$ cat src/design/hhlp_pkg.sv
// Shared types and constants of the HTTP header line parser.
// No dependencies; used by hhlp_step, the top level and the checker.
`default_nettype none

package hhlp_pkg;

	localparam logic [3:0] PH_START  = 4'd0;
	localparam logic [3:0] PH_KEY    = 4'd1;
	localparam logic [3:0] PH_COLON  = 4'd2;
	localparam logic [3:0] PH_SPACE  = 4'd3;
	localparam logic [3:0] PH_VALUE  = 4'd4;
	localparam logic [3:0] PH_CR     = 4'd5;
	localparam logic [3:0] PH_LF     = 4'd6;
	localparam logic [3:0] PH_END_CR = 4'd7;
	localparam logic [3:0] PH_END_LF = 4'd8;

	localparam logic [2:0] ROLE_SKIP  = 3'd0;
	localparam logic [2:0] ROLE_KEY   = 3'd1;
	localparam logic [2:0] ROLE_SEP   = 3'd2;
	localparam logic [2:0] ROLE_VALUE = 3'd3;
	localparam logic [2:0] ROLE_EOL   = 3'd4;
	localparam logic [2:0] ROLE_BODY  = 3'd5;

	localparam logic [7:0] CH_COLON = 8'h3A;
	localparam logic [7:0] CH_CR    = 8'h0D;
	localparam logic [7:0] CH_LF    = 8'h0A;
	localparam logic [7:0] CH_SPACE = 8'h20;

	localparam logic [9:0] MAX_VALUE_RESET = 10'd255;

	typedef struct packed {
		logic [3:0]  phase;
		logic [10:0] count;
		logic        err;
		logic        done;
	} parse_state_t;

	typedef struct packed {
		logic [2:0]  byte_role;
		logic        key_complete;
		logic        pair_complete;
		logic [10:0] value_count;
		logic        parse_error;
		logic        section_done;
	} parse_result_t;

endpackage

`default_nettype wire

$ cat src/design/hhlp_if.sv
// Handshake channel interfaces of the header line parser.
// No dependencies; instanced by the bench and taken by the top level.
`default_nettype none

interface hhlp_byte_if;
	logic       valid;
	logic       ready;
	logic [7:0] data_byte;
	logic       restart;

	modport source (output valid, data_byte, restart, input ready);
	modport sink (input valid, data_byte, restart, output ready);
endinterface

interface hhlp_role_if;
	logic        valid;
	logic        ready;
	logic [2:0]  byte_role;
	logic        key_complete;
	logic        pair_complete;
	logic [10:0] value_count;
	logic        parse_error;
	logic        section_done;

	modport source (output valid, byte_role, key_complete, pair_complete, value_count,
		parse_error, section_done, input ready);
	modport sink (input valid, byte_role, key_complete, pair_complete, value_count,
		parse_error, section_done, output ready);
endinterface

interface hhlp_cfg_if;
	logic       valid;
	logic       ready;
	logic [9:0] data;

	modport source (output valid, data, input ready);
	modport sink (input valid, data, output ready);
endinterface

`default_nettype wire

$ cat src/design/hhlp_step.sv
// Next-state and result logic for one header byte.
// Depends on hhlp_pkg.
`default_nettype none

module hhlp_step (
	input  wire hhlp_pkg::parse_state_t  cur,
	input  wire logic [7:0]              data_byte,
	input  wire logic                    restart,
	input  wire logic [9:0]              max_len,
	output hhlp_pkg::parse_state_t       nxt,
	output hhlp_pkg::parse_result_t      res
);

	hhlp_pkg::parse_state_t st;
	logic [2:0] role;
	logic       keyc;
	logic       pairc;
	logic       fail;
	logic       is_cr;
	logic       is_lf;

	assign is_cr = (data_byte == hhlp_pkg::CH_CR);
	assign is_lf = (data_byte == hhlp_pkg::CH_LF);

	always_comb begin
		// restart wipes the parse state ahead of this byte
		st    = restart ? '0 : cur;
		nxt   = st;
		role  = hhlp_pkg::ROLE_SKIP;
		keyc  = 1'b0;
		pairc = 1'b0;
		fail  = 1'b0;
		if (st.err) begin
			role = hhlp_pkg::ROLE_SKIP;
		end else if (st.done) begin
			role = hhlp_pkg::ROLE_BODY;
		end else begin
			unique case (st.phase)
				hhlp_pkg::PH_KEY: begin
					if (data_byte == hhlp_pkg::CH_COLON) begin
						role      = hhlp_pkg::ROLE_SEP;
						keyc      = 1'b1;
						nxt.phase = hhlp_pkg::PH_COLON;
					end else if (is_cr || is_lf) begin
						fail = 1'b1;
					end else begin
						role = hhlp_pkg::ROLE_KEY;
					end
				end
				hhlp_pkg::PH_COLON: begin
					if (data_byte == hhlp_pkg::CH_SPACE) begin
						role      = hhlp_pkg::ROLE_SEP;
						nxt.phase = hhlp_pkg::PH_SPACE;
					end else begin
						fail = 1'b1;
					end
				end
				hhlp_pkg::PH_SPACE: begin
					role      = hhlp_pkg::ROLE_VALUE;
					nxt.count = 11'd1;
					nxt.phase = hhlp_pkg::PH_VALUE;
				end
				hhlp_pkg::PH_VALUE: begin
					if (is_cr) begin
						role      = hhlp_pkg::ROLE_EOL;
						nxt.phase = hhlp_pkg::PH_CR;
					end else if (st.count > {1'b0, max_len}) begin
						fail = 1'b1;
					end else begin
						role      = hhlp_pkg::ROLE_VALUE;
						nxt.count = st.count + 11'd1;
					end
				end
				hhlp_pkg::PH_CR: begin
					if (is_lf) begin
						role      = hhlp_pkg::ROLE_EOL;
						pairc     = 1'b1;
						nxt.phase = hhlp_pkg::PH_LF;
					end else begin
						fail = 1'b1;
					end
				end
				hhlp_pkg::PH_LF: begin
					if (is_cr) begin
						role      = hhlp_pkg::ROLE_EOL;
						nxt.phase = hhlp_pkg::PH_END_CR;
					end else begin
						role      = hhlp_pkg::ROLE_KEY;
						nxt.count = '0;
						nxt.phase = hhlp_pkg::PH_KEY;
					end
				end
				hhlp_pkg::PH_END_CR: begin
					if (is_lf) begin
						role      = hhlp_pkg::ROLE_EOL;
						nxt.phase = hhlp_pkg::PH_END_LF;
						nxt.done  = 1'b1;
					end else begin
						fail = 1'b1;
					end
				end
				hhlp_pkg::PH_END_LF: begin
					role = hhlp_pkg::ROLE_BODY;
				end
				default: begin
					// start phase; stray line ends before the first key are skipped
					if (!is_cr && !is_lf) begin
						role      = hhlp_pkg::ROLE_KEY;
						nxt.count = '0;
						nxt.phase = hhlp_pkg::PH_KEY;
					end
				end
			endcase
			if (fail) begin
				role    = hhlp_pkg::ROLE_SKIP;
				keyc    = 1'b0;
				pairc   = 1'b0;
				nxt     = st;
				nxt.err = 1'b1;
			end
		end
		res.byte_role     = role;
		res.key_complete  = keyc;
		res.pair_complete = pairc;
		res.value_count   = nxt.count;
		res.parse_error   = nxt.err;
		res.section_done  = nxt.done;
	end

endmodule

`default_nettype wire

$ cat src/design/http_header_line_parser_unit.sv
// Top level of the HTTP header line parser: byte register, step logic, result register.
// Depends on hhlp_pkg, hhlp_if.sv and hhlp_step.
//
// channel  modport  moves per transaction
// -------  -------  ------------------------------------------------------------
// bytes    sink     one header byte plus restart flag
// roles    source   role, key/pair strobes, value count, error and done flags
// cfg      sink     max_value_length (10 bits), always ready
//
// One byte per cycle sustained while roles is ready; a taken byte sits in the byte register
// and its result in the result register, from where it can be taken.
// The rate is set by the single phase update, done as the byte register moves into
// the result register, so the parse state advances once per transaction.
// A stall on roles holds the result register; bytes stays ready while the byte
// register is empty or about to move, so one byte can be held behind a waiting result.
// arst_n clears both valid flags and the parse state; max_value_length returns to 255.
`default_nettype none

module http_header_line_parser_unit (
	input wire logic  clk,
	input wire logic  arst_n,
	hhlp_byte_if.sink bytes,
	hhlp_role_if.source roles,
	hhlp_cfg_if.sink  cfg
);

	// byte register
	logic       valid_s1;
	logic [7:0] data_s1;
	logic       restart_s1;

	// result register
	logic                    valid_s2;
	hhlp_pkg::parse_result_t res_s2;

	// parse state and configuration
	hhlp_pkg::parse_state_t state_q;
	logic [9:0]             max_len_q;

	hhlp_pkg::parse_state_t  state_nxt;
	hhlp_pkg::parse_result_t res_nxt;

	logic s2_free;
	logic advance;

	assign s2_free   = !valid_s2 || roles.ready;
	assign advance   = valid_s1 && s2_free;
	assign bytes.ready = !valid_s1 || s2_free;
	assign cfg.ready = 1'b1;

	hhlp_step u_step (
		.cur       (state_q),
		.data_byte (data_s1),
		.restart   (restart_s1),
		.max_len   (max_len_q),
		.nxt       (state_nxt),
		.res       (res_nxt)
	);

	always_ff @(posedge clk or negedge arst_n) begin
		if (!arst_n) begin
			valid_s1 <= 1'b0;
		end else if (bytes.ready) begin
			valid_s1 <= bytes.valid;
		end
	end

	// payload of the byte register needs no reset
	always_ff @(posedge clk) begin
		if (bytes.valid && bytes.ready) begin
			data_s1    <= bytes.data_byte;
			restart_s1 <= bytes.restart;
		end
	end

	always_ff @(posedge clk or negedge arst_n) begin
		if (!arst_n) begin
			valid_s2 <= 1'b0;
		end else if (s2_free) begin
			valid_s2 <= valid_s1;
		end
	end

	always_ff @(posedge clk) begin
		if (advance) begin
			res_s2 <= res_nxt;
		end
	end

	// state moves only when a byte is handed to the result register
	always_ff @(posedge clk or negedge arst_n) begin
		if (!arst_n) begin
			state_q.phase <= hhlp_pkg::PH_START;
			state_q.count <= '0;
			state_q.err   <= 1'b0;
			state_q.done  <= 1'b0;
		end else if (advance) begin
			state_q <= state_nxt;
		end
	end

	always_ff @(posedge clk or negedge arst_n) begin
		if (!arst_n) begin
			max_len_q <= hhlp_pkg::MAX_VALUE_RESET;
		end else if (cfg.valid && cfg.ready) begin
			max_len_q <= cfg.data;
		end
	end

	assign roles.valid         = valid_s2;
	assign roles.byte_role     = res_s2.byte_role;
	assign roles.key_complete  = res_s2.key_complete;
	assign roles.pair_complete = res_s2.pair_complete;
	assign roles.value_count   = res_s2.value_count;
	assign roles.parse_error   = res_s2.parse_error;
	assign roles.section_done  = res_s2.section_done;

endmodule

`default_nettype wire

$ cat src/flat_wrapper.sv
// flat-port wrapper written by rule: the top's interface ports become plain ports
module http_header_line_parser_unit_flat 
  (clk, arst_n, bytes_valid, bytes_data_byte, bytes_restart, bytes_ready, roles_valid, roles_byte_role, roles_key_complete, roles_pair_complete, roles_value_count, roles_parse_error, roles_section_done, roles_ready, cfg_valid, cfg_data, cfg_ready);
  hhlp_byte_if bytes_i ();
  hhlp_role_if roles_i ();
  hhlp_cfg_if cfg_i ();
  input wire logic clk;
  input wire logic arst_n;
  input wire logic [$bits(bytes_i.valid)-1:0] bytes_valid;
  input wire logic [$bits(bytes_i.data_byte)-1:0] bytes_data_byte;
  input wire logic [$bits(bytes_i.restart)-1:0] bytes_restart;
  output wire logic [$bits(bytes_i.ready)-1:0] bytes_ready;
  output wire logic [$bits(roles_i.valid)-1:0] roles_valid;
  output wire logic [$bits(roles_i.byte_role)-1:0] roles_byte_role;
  output wire logic [$bits(roles_i.key_complete)-1:0] roles_key_complete;
  output wire logic [$bits(roles_i.pair_complete)-1:0] roles_pair_complete;
  output wire logic [$bits(roles_i.value_count)-1:0] roles_value_count;
  output wire logic [$bits(roles_i.parse_error)-1:0] roles_parse_error;
  output wire logic [$bits(roles_i.section_done)-1:0] roles_section_done;
  input wire logic [$bits(roles_i.ready)-1:0] roles_ready;
  input wire logic [$bits(cfg_i.valid)-1:0] cfg_valid;
  input wire logic [$bits(cfg_i.data)-1:0] cfg_data;
  output wire logic [$bits(cfg_i.ready)-1:0] cfg_ready;
  assign bytes_i.valid = bytes_valid;
  assign bytes_i.data_byte = bytes_data_byte;
  assign bytes_i.restart = bytes_restart;
  assign bytes_ready = bytes_i.ready;
  assign roles_valid = roles_i.valid;
  assign roles_byte_role = roles_i.byte_role;
  assign roles_key_complete = roles_i.key_complete;
  assign roles_pair_complete = roles_i.pair_complete;
  assign roles_value_count = roles_i.value_count;
  assign roles_parse_error = roles_i.parse_error;
  assign roles_section_done = roles_i.section_done;
  assign roles_i.ready = roles_ready;
  assign cfg_i.valid = cfg_valid;
  assign cfg_i.data = cfg_data;
  assign cfg_ready = cfg_i.ready;
  http_header_line_parser_unit u_core (.clk(clk), .arst_n(arst_n), .bytes(bytes_i), .roles(roles_i), .cfg(cfg_i));
endmodule
$ cat config.mk
export PLATFORM = sky130hd
export DESIGN_NAME = http_header_line_parser_unit_flat
export DESIGN_NICKNAME = d
export VERILOG_FILES = /design/src/design/hhlp_pkg.sv /design/src/design/hhlp_if.sv /design/src/design/hhlp_step.sv /design/src/design/http_header_line_parser_unit.sv /design/src/flat_wrapper.sv
export SDC_FILE = /design/constraint.sdc
export NUM_CORES = 1
export LEC_CHECK = 0
export ABC_AREA = 0
export BUFFER_PORTS_ARGS = -buffer_cell sky130_fd_sc_hd__buf_2
export CORE_MARGIN = 3
export CORE_UTILIZATION = 55
export CTS_CLUSTER_SIZE = 20
export DETAILED_ROUTE_END_ITERATION = 8
export PLACE_DENSITY = 0.79
export REMOVE_ABC_BUFFERS = 1
export SYNTH_ARGS = -nofsm -noshare
export SYNTH_HDL_FRONTEND = slang
export SYNTH_SLANG_ARGS = --single-unit
$ cat constraint.sdc
create_clock -name clk -period 5.6 [get_ports clk]
set_input_delay 0.56 -clock clk [delete_from_list [all_inputs] [get_ports clk]]
set_output_delay 0.56 -clock clk [all_outputs]
set_load 0.05 [all_outputs]
Word-level counts from Yosys, hierarchy flattened
Index checks and enable logic that the tools add are counted.
- register bits: 56
- bits in latches: 0
- RAM bits: 0
- memory bits (read-only): 0
- output and inout port bits: 21
- word-level logic and storage cells: 86
- memories: 0
- add/sub/neg operators: 1
- multiply operators: 0
- divide/modulo/power cells: 0
- $lt $le $gt $ge: 1
- equal/unequal tests: 12
- shift operators: 0
- multiplexer cells: 39
- bitwise gates (word level): 2
- reductions and logical operators: 15
- operators with widths (cell ; count):
    $mux 17 ; 4
    $pmux 11 s4 ; 1
    $mux 11 ; 3
    $pmux 4 s8 ; 1
    $pmux 3 s7 ; 1
    $mux 4 ; 5
    $mux 3 ; 6
    $eq 4x3->1 const B ; 4
    $eq 8x4->1 const B ; 2
    $eq 8x6->1 const B ; 2
    $mux 15 ; 1
    $mux 1 ; 13
    $add 11x1->11 const B ; 1
    $gt 11x10->1 ; 1
    $eq 4x2->1 const B ; 2
    $reduce_or 4->1 ; 2
    $mux 2 ; 3
    $reduce_or 5->1 ; 1
    $eq 4x1->1 const B ; 1
    $eq 4x4->1 const B ; 1
    $logic_not 1->1 ; 4
    $pmux 1 s4 ; 1
    $logic_and 1x1->1 ; 3
    $logic_or 1x1->1 ; 3
    other kinds (3) ; 4

Depth between registers and ports, before layout
- depth in word-level cells: 10
- depth in mapped cells: 14
- mapped depth without buffers: 12

By module
Synthesis repeated with hierarchy kept, for this count alone.
- cell total of the unflattened synthesis: 342
- area, all modules: 3525.9 um^2
- by module, submodules not included (module ; times used ; cells each ; area an instance (um^2) ; seq. area each (um^2)):
    http_header_line_parser_unit ; 1 ; 94 ; 1976.9 ; 1546.5
    hhlp_step ; 1 ; 248 ; 1549.0 ; 0.0

Worst setup path after synthesis
Ideal clock, no wire load.
- kind: reg2reg
- start: reg u_core.restart_s1
- end: reg u_core.res_s2 (netlist bit u_core.roles.value_count[0]), data pin
- data arrival time: 3.034 ns
- data required time: 5.344 ns
- path slack: 2.309 ns
- stages on the path, launching flop included: 12
- buffers on the path: 2
- clock period less this slack: 3.291 ns
- path through: edfxtp_1 buf_2 buf_1 nor2b_1 ha_1 nand3_1 or3_1 o311a_4 a211oi_4 and2_1 nand3_1 a22o_1
- RTL lines (element ; RTL line ; source):
    start, declared ; http_header_line_parser_unit.sv:30 ; logic restart_s1;
    start signal, assigned ; http_header_line_parser_unit.sv:72 ; restart_s1 <= bytes.restart;
    end signal, assigned ; http_header_line_parser_unit.sv:86 ; res_s2 <= res_nxt;
    end, declared ; http_header_line_parser_unit.sv:34 ; hhlp_pkg::parse_result_t res_s2;

==> results by group <==
Run status
  – Status: finished, final reports clean

Pwr
  – Pleak: 1.56 nW
  – Net Sw Power: between 0.2 and 0.3 mW
  – Logic pwr share: 0.172
  – Worst VDD drop: 0.176 mV
  – Design Power: roughly 0.90 mW
  – PwrDens: 245 nW/um2
  – Clk pwr share: 0.297
  – Sw frac: 0.292
  – P_int: 0.637 mW
  – Seq pwr share: 0.531

Floorplan
  – Die area: 6960 um2
  – Horiz. Die Dim: 83.4 um
  – Height of the die: 83.4 um
  – Ports: between 40 and 50
  – Core area: roughly 5600 um2
  – Rows: 27
  – Starting Density: 0.584

Clock tree
  – Clk slew on worst S/H paths: 0.10 ns
  – # Post-CTS Setup Buffers: 0
  – CTS resizes: 0
  – H-tree depth: 2
  – CTS tree: done
  – Clk_lat worst skew: about 0.31 ns
  – Root Driver: clkbuf_8
  – Clock sinks: 56
  – Longest Clk Path Bufs: 2
  – CTS Buf Count: 5
  – Post-CTS Hold Fix Bufs: 0

Hold path
  – Hold Path Class: primary input to asynchronous set/reset pin

Worst setup path
  – Critical Setup Path Class: register to register
  – Crit-path max cell delay: 0.54 ns
  – Slowest cell on the critical path: a21oi_2
  – Critical Path Start Type: register
  – Arr. time, crit path: 4.06 ns
  – CP Capture Type: register
  – Worst path cell trace: buf_4, clkinv_1, nand2_1, inv_1, ha_1, nand3_1, or3_1, or3_1, a21oi_2, and4_1, mux2i_1, o22ai_1
  – Family with the most delay on the worst path: simple AND/OR/NAND/NOR gates
  – R2R Path Start: u_core.restart_s1
  – Critical-path maximum fanout: 24
  – Critical path buffer and inverter count: 3
  – CP Data Required Time: 5.65 ns
  – CP Launch Point: u_core.restart_s1
  – CP dominant cell by count: or3_1

STA
  – Clk_skew: about 0.0071 ns
  – Hold_ws: 0.282 ns
  – Worst Tran Pin Value: 1.02 ns
  – Slew headroom: 0.321
  – Fin. Hold Viols: 0
  – Fmax: between 200 and 250 MHz
  – Tcrit/Tclk final: 0.716
  – Tmin final: about 4 ns
  – Unrepaired setup endpoints after global routing: false
  – Total Neg Setup Slack: 0 ns
  – Setup violators final: 0
  – Slew Viols, Final: 0

Detailed routing
  – Initial DRC count: roughly 420
  – Vias: 2997
  – Antenna Nets Post-Route: 0
  – Routed len/inst: 18.4 um
  – Vias per cell: about 6.5
  – DR DRC count: 0
  – Pre-antenna DRT Iters: 5
  – Drt total wl: around 8400 um

Placed design
  – DP HPWL: 6170 um
  – Gpl congestion: about 0.97
  – Buffers added on ports: 43

Logic synthesis
  – Ys async rst share: 0.518
  – Post-Syn Area: 3300 um2
  – Synth Warn #: 0
  – Synth Flop Type: edfxtp_1
  – Post-synthesis sequential area ratio: 0.469
  – #FFs+latches synth: 56
  – Number of library cell types mapped by synthesis: 61
  – Post-synth EDFFs: 27
  – Post-Syn Instances: about 350
  – Mean Syn Cell Area: about 9.5 um2

Global routing
  – Vias in the first global route: about 2.8k
  – Initial antenna violation count: 0
  – Pin count of the biggest net entering global routing: 30
  – GRT Resource Usage Total: 0.249
  – First-pass GRT wire length: 14000 um
  – Grt ovf: 0

Finish
  – Nets@finish: ~420
  – FF+latch area: 1550 um2
  – Layout cell share with drive strength beyond 1: 0.183
  – Multi-input logic area: around 1600 um2
  – Fillers: between 400 and 500
  – Diode count: 0
  – Synthesis-to-layout area growth: 11.3%

Job
  – Max Cap Violations: 0
-- kinds of logic after synthesis --
group,count (synthesis),share of synthesized area
compound gates,95,0.204
xor+xnor,3,0.00797
fa+ha+maj,11,0.0402
buf+inv,31,0.0383
flops,56,0.469
mux,3,0.00987
other cells,1,0.00114
simple gates,147,0.230
-- metal layers --
layer | track usage | up-vias | share of wire
li1 | - | 1372 | -
met1 | 0.375 | 1392 | 0.44
met2 | 0.383 | 208 | 0.44
met3 | 0.0357 | 25 | 0.10
met4 | 0.0585 | 0 | 0.018
met5 | 0 | - | 0
-- cells in the mapped netlist (3+ instances only) --
cell type / count / share of area
and4_1: 4 / 0.011
clkbuf_1: 8 / 0.0091
nand2_1: 48 / 0.055
a211oi_1: 3 / 0.0068
nand2b_1: 9 / 0.017
o211ai_1: 3 / 0.0068
nor2_1: 21 / 0.024
nand4_1: 7 / 0.013
a21oi_1: 16 / 0.024
o22ai_1: 5 / 0.0095
nor4_1: 7 / 0.013
nand3_1: 14 / 0.021
ha_1: 9 / 0.034
nor3_1: 4 / 0.0061
and3_1: 5 / 0.0095
inv_1: 17 / 0.019
and2_1: 5 / 0.0095
edfxtp_1: 27 / 0.25
or3_1: 5 / 0.0095
dfstp_2: 8 / 0.064
dfrtp_1: 21 / 0.16
o21ai_0: 22 / 0.033
a31oi_1: 7 / 0.013
xnor2_1: 3 / 0.0080
nor2b_1: 11 / 0.021
o2bb2ai_1: 6 / 0.016
a22oi_1: 4 / 0.0091
-- power groups by stage --
stage | Combinational, mW | Clock [mW] | Sequential [mW]
floorplan | 0.0732 | 0 | 0.517
global placement | 0.152 | 0 | 0.486
detailed placement | 0.153 | 0 | 0.486
CTS | 0.154 | 0.268 | 0.478
global route | 0.170 | 0.286 | 0.482
finish | 0.155 | 0.267 | 0.478
-- state kept, by name (all words and copies together) (netlist names) --
| register | count |
|---|---|
| u_core.state_q | 17 |
| u_core.roles.value_count | 11 |
| u_core.max_len_q | 10 |
| u_core.data_s1 | 8 |
| u_core.roles.byte_role | 3 |
| u_core.restart_s1 | 1 |
| u_core.roles.key_complete | 1 |
| u_core.roles.pair_complete | 1 |
| u_core.roles.parse_error | 1 |
| u_core.roles.section_done | 1 |
| u_core.roles.valid | 1 |
| u_core.valid_s1 | 1 |
-- cell usage in the layout, fill, tap and decap left out, types with 3 or more instances in the layout --
| cell type | netlist | layout |
|---|---|---|
| a211oi_1 | 3 | 3 |
| nand2b_1 | 9 | 9 |
| o2bb2ai_1 | 6 | 6 |
| ha_1 | 9 | 9 |
| a22oi_1 | 4 | 4 |
| or3_1 | 5 | 5 |
| and3_1 | 5 | 5 |
| xnor2_1 | 3 | 3 |
| a21oi_1 | 16 | 16 |
| dfrtp_1 | 21 | 21 |
| clkbuf_8 | 0 | 5 |
| nor3_1 | 4 | 4 |
| nor4_1 | 7 | 7 |
| nand4_1 | 7 | 7 |
| edfxtp_1 | 27 | 27 |
| buf_2 | 2 | 43 |
| and4_1 | 4 | 4 |
| o211ai_1 | 3 | 3 |
| o21ai_0 | 22 | 22 |
| nand3_1 | 14 | 14 |
| o22ai_1 | 5 | 5 |
| nor2b_1 | 11 | 11 |
| dfstp_2 | 8 | 8 |
| inv_1 | 17 | 17 |
| and2_1 | 5 | 5 |
| nand2_1 | 48 | 48 |
| a31oi_1 | 7 | 7 |
| nor2_1 | 21 | 21 |
-- per-stage QoR --
step                       util  setup slack [ns]  std cells  area, um2
final                     0.650              1.59        459       3670
after global placement    0.631              1.89        451       3560
after floorplan               -              1.99        334       3240
after global routing      0.650              1.41        459       3670
after detailed placement  0.631              1.71        451       3560
after CTS                 0.650              1.70        459       3670
-- final cells by class --
class / count / share of cell area
Sequential cell: 56 / 0.421
Multi-Input combinational cell: 260 / 0.443
Clock buffer: 5 / 0.0188
Timing Repair Buffer: 45 / 0.0627
Tap cell: 72 / 0.0245
Clock inverter: 3 / 0.0116
Inverter: 18 / 0.0184
-- final timing paths --
kind                                                to  slack (ns)  cells after the start
setup / recovery           u_core.roles.value_count[4]        1.59                     12
hold / removal                         u_core.valid_s1        0.28                      1
setup reg to reg           u_core.roles.value_count[4]        1.59                     12
hold reg to reg                      u_core.state_q[9]        0.51                      1
max in group asynchronous            u_core.state_q[5]        4.87                      1
min in group clk                     u_core.data_s1[5]        0.42                      1
Power figures use the tool's default switching activity.
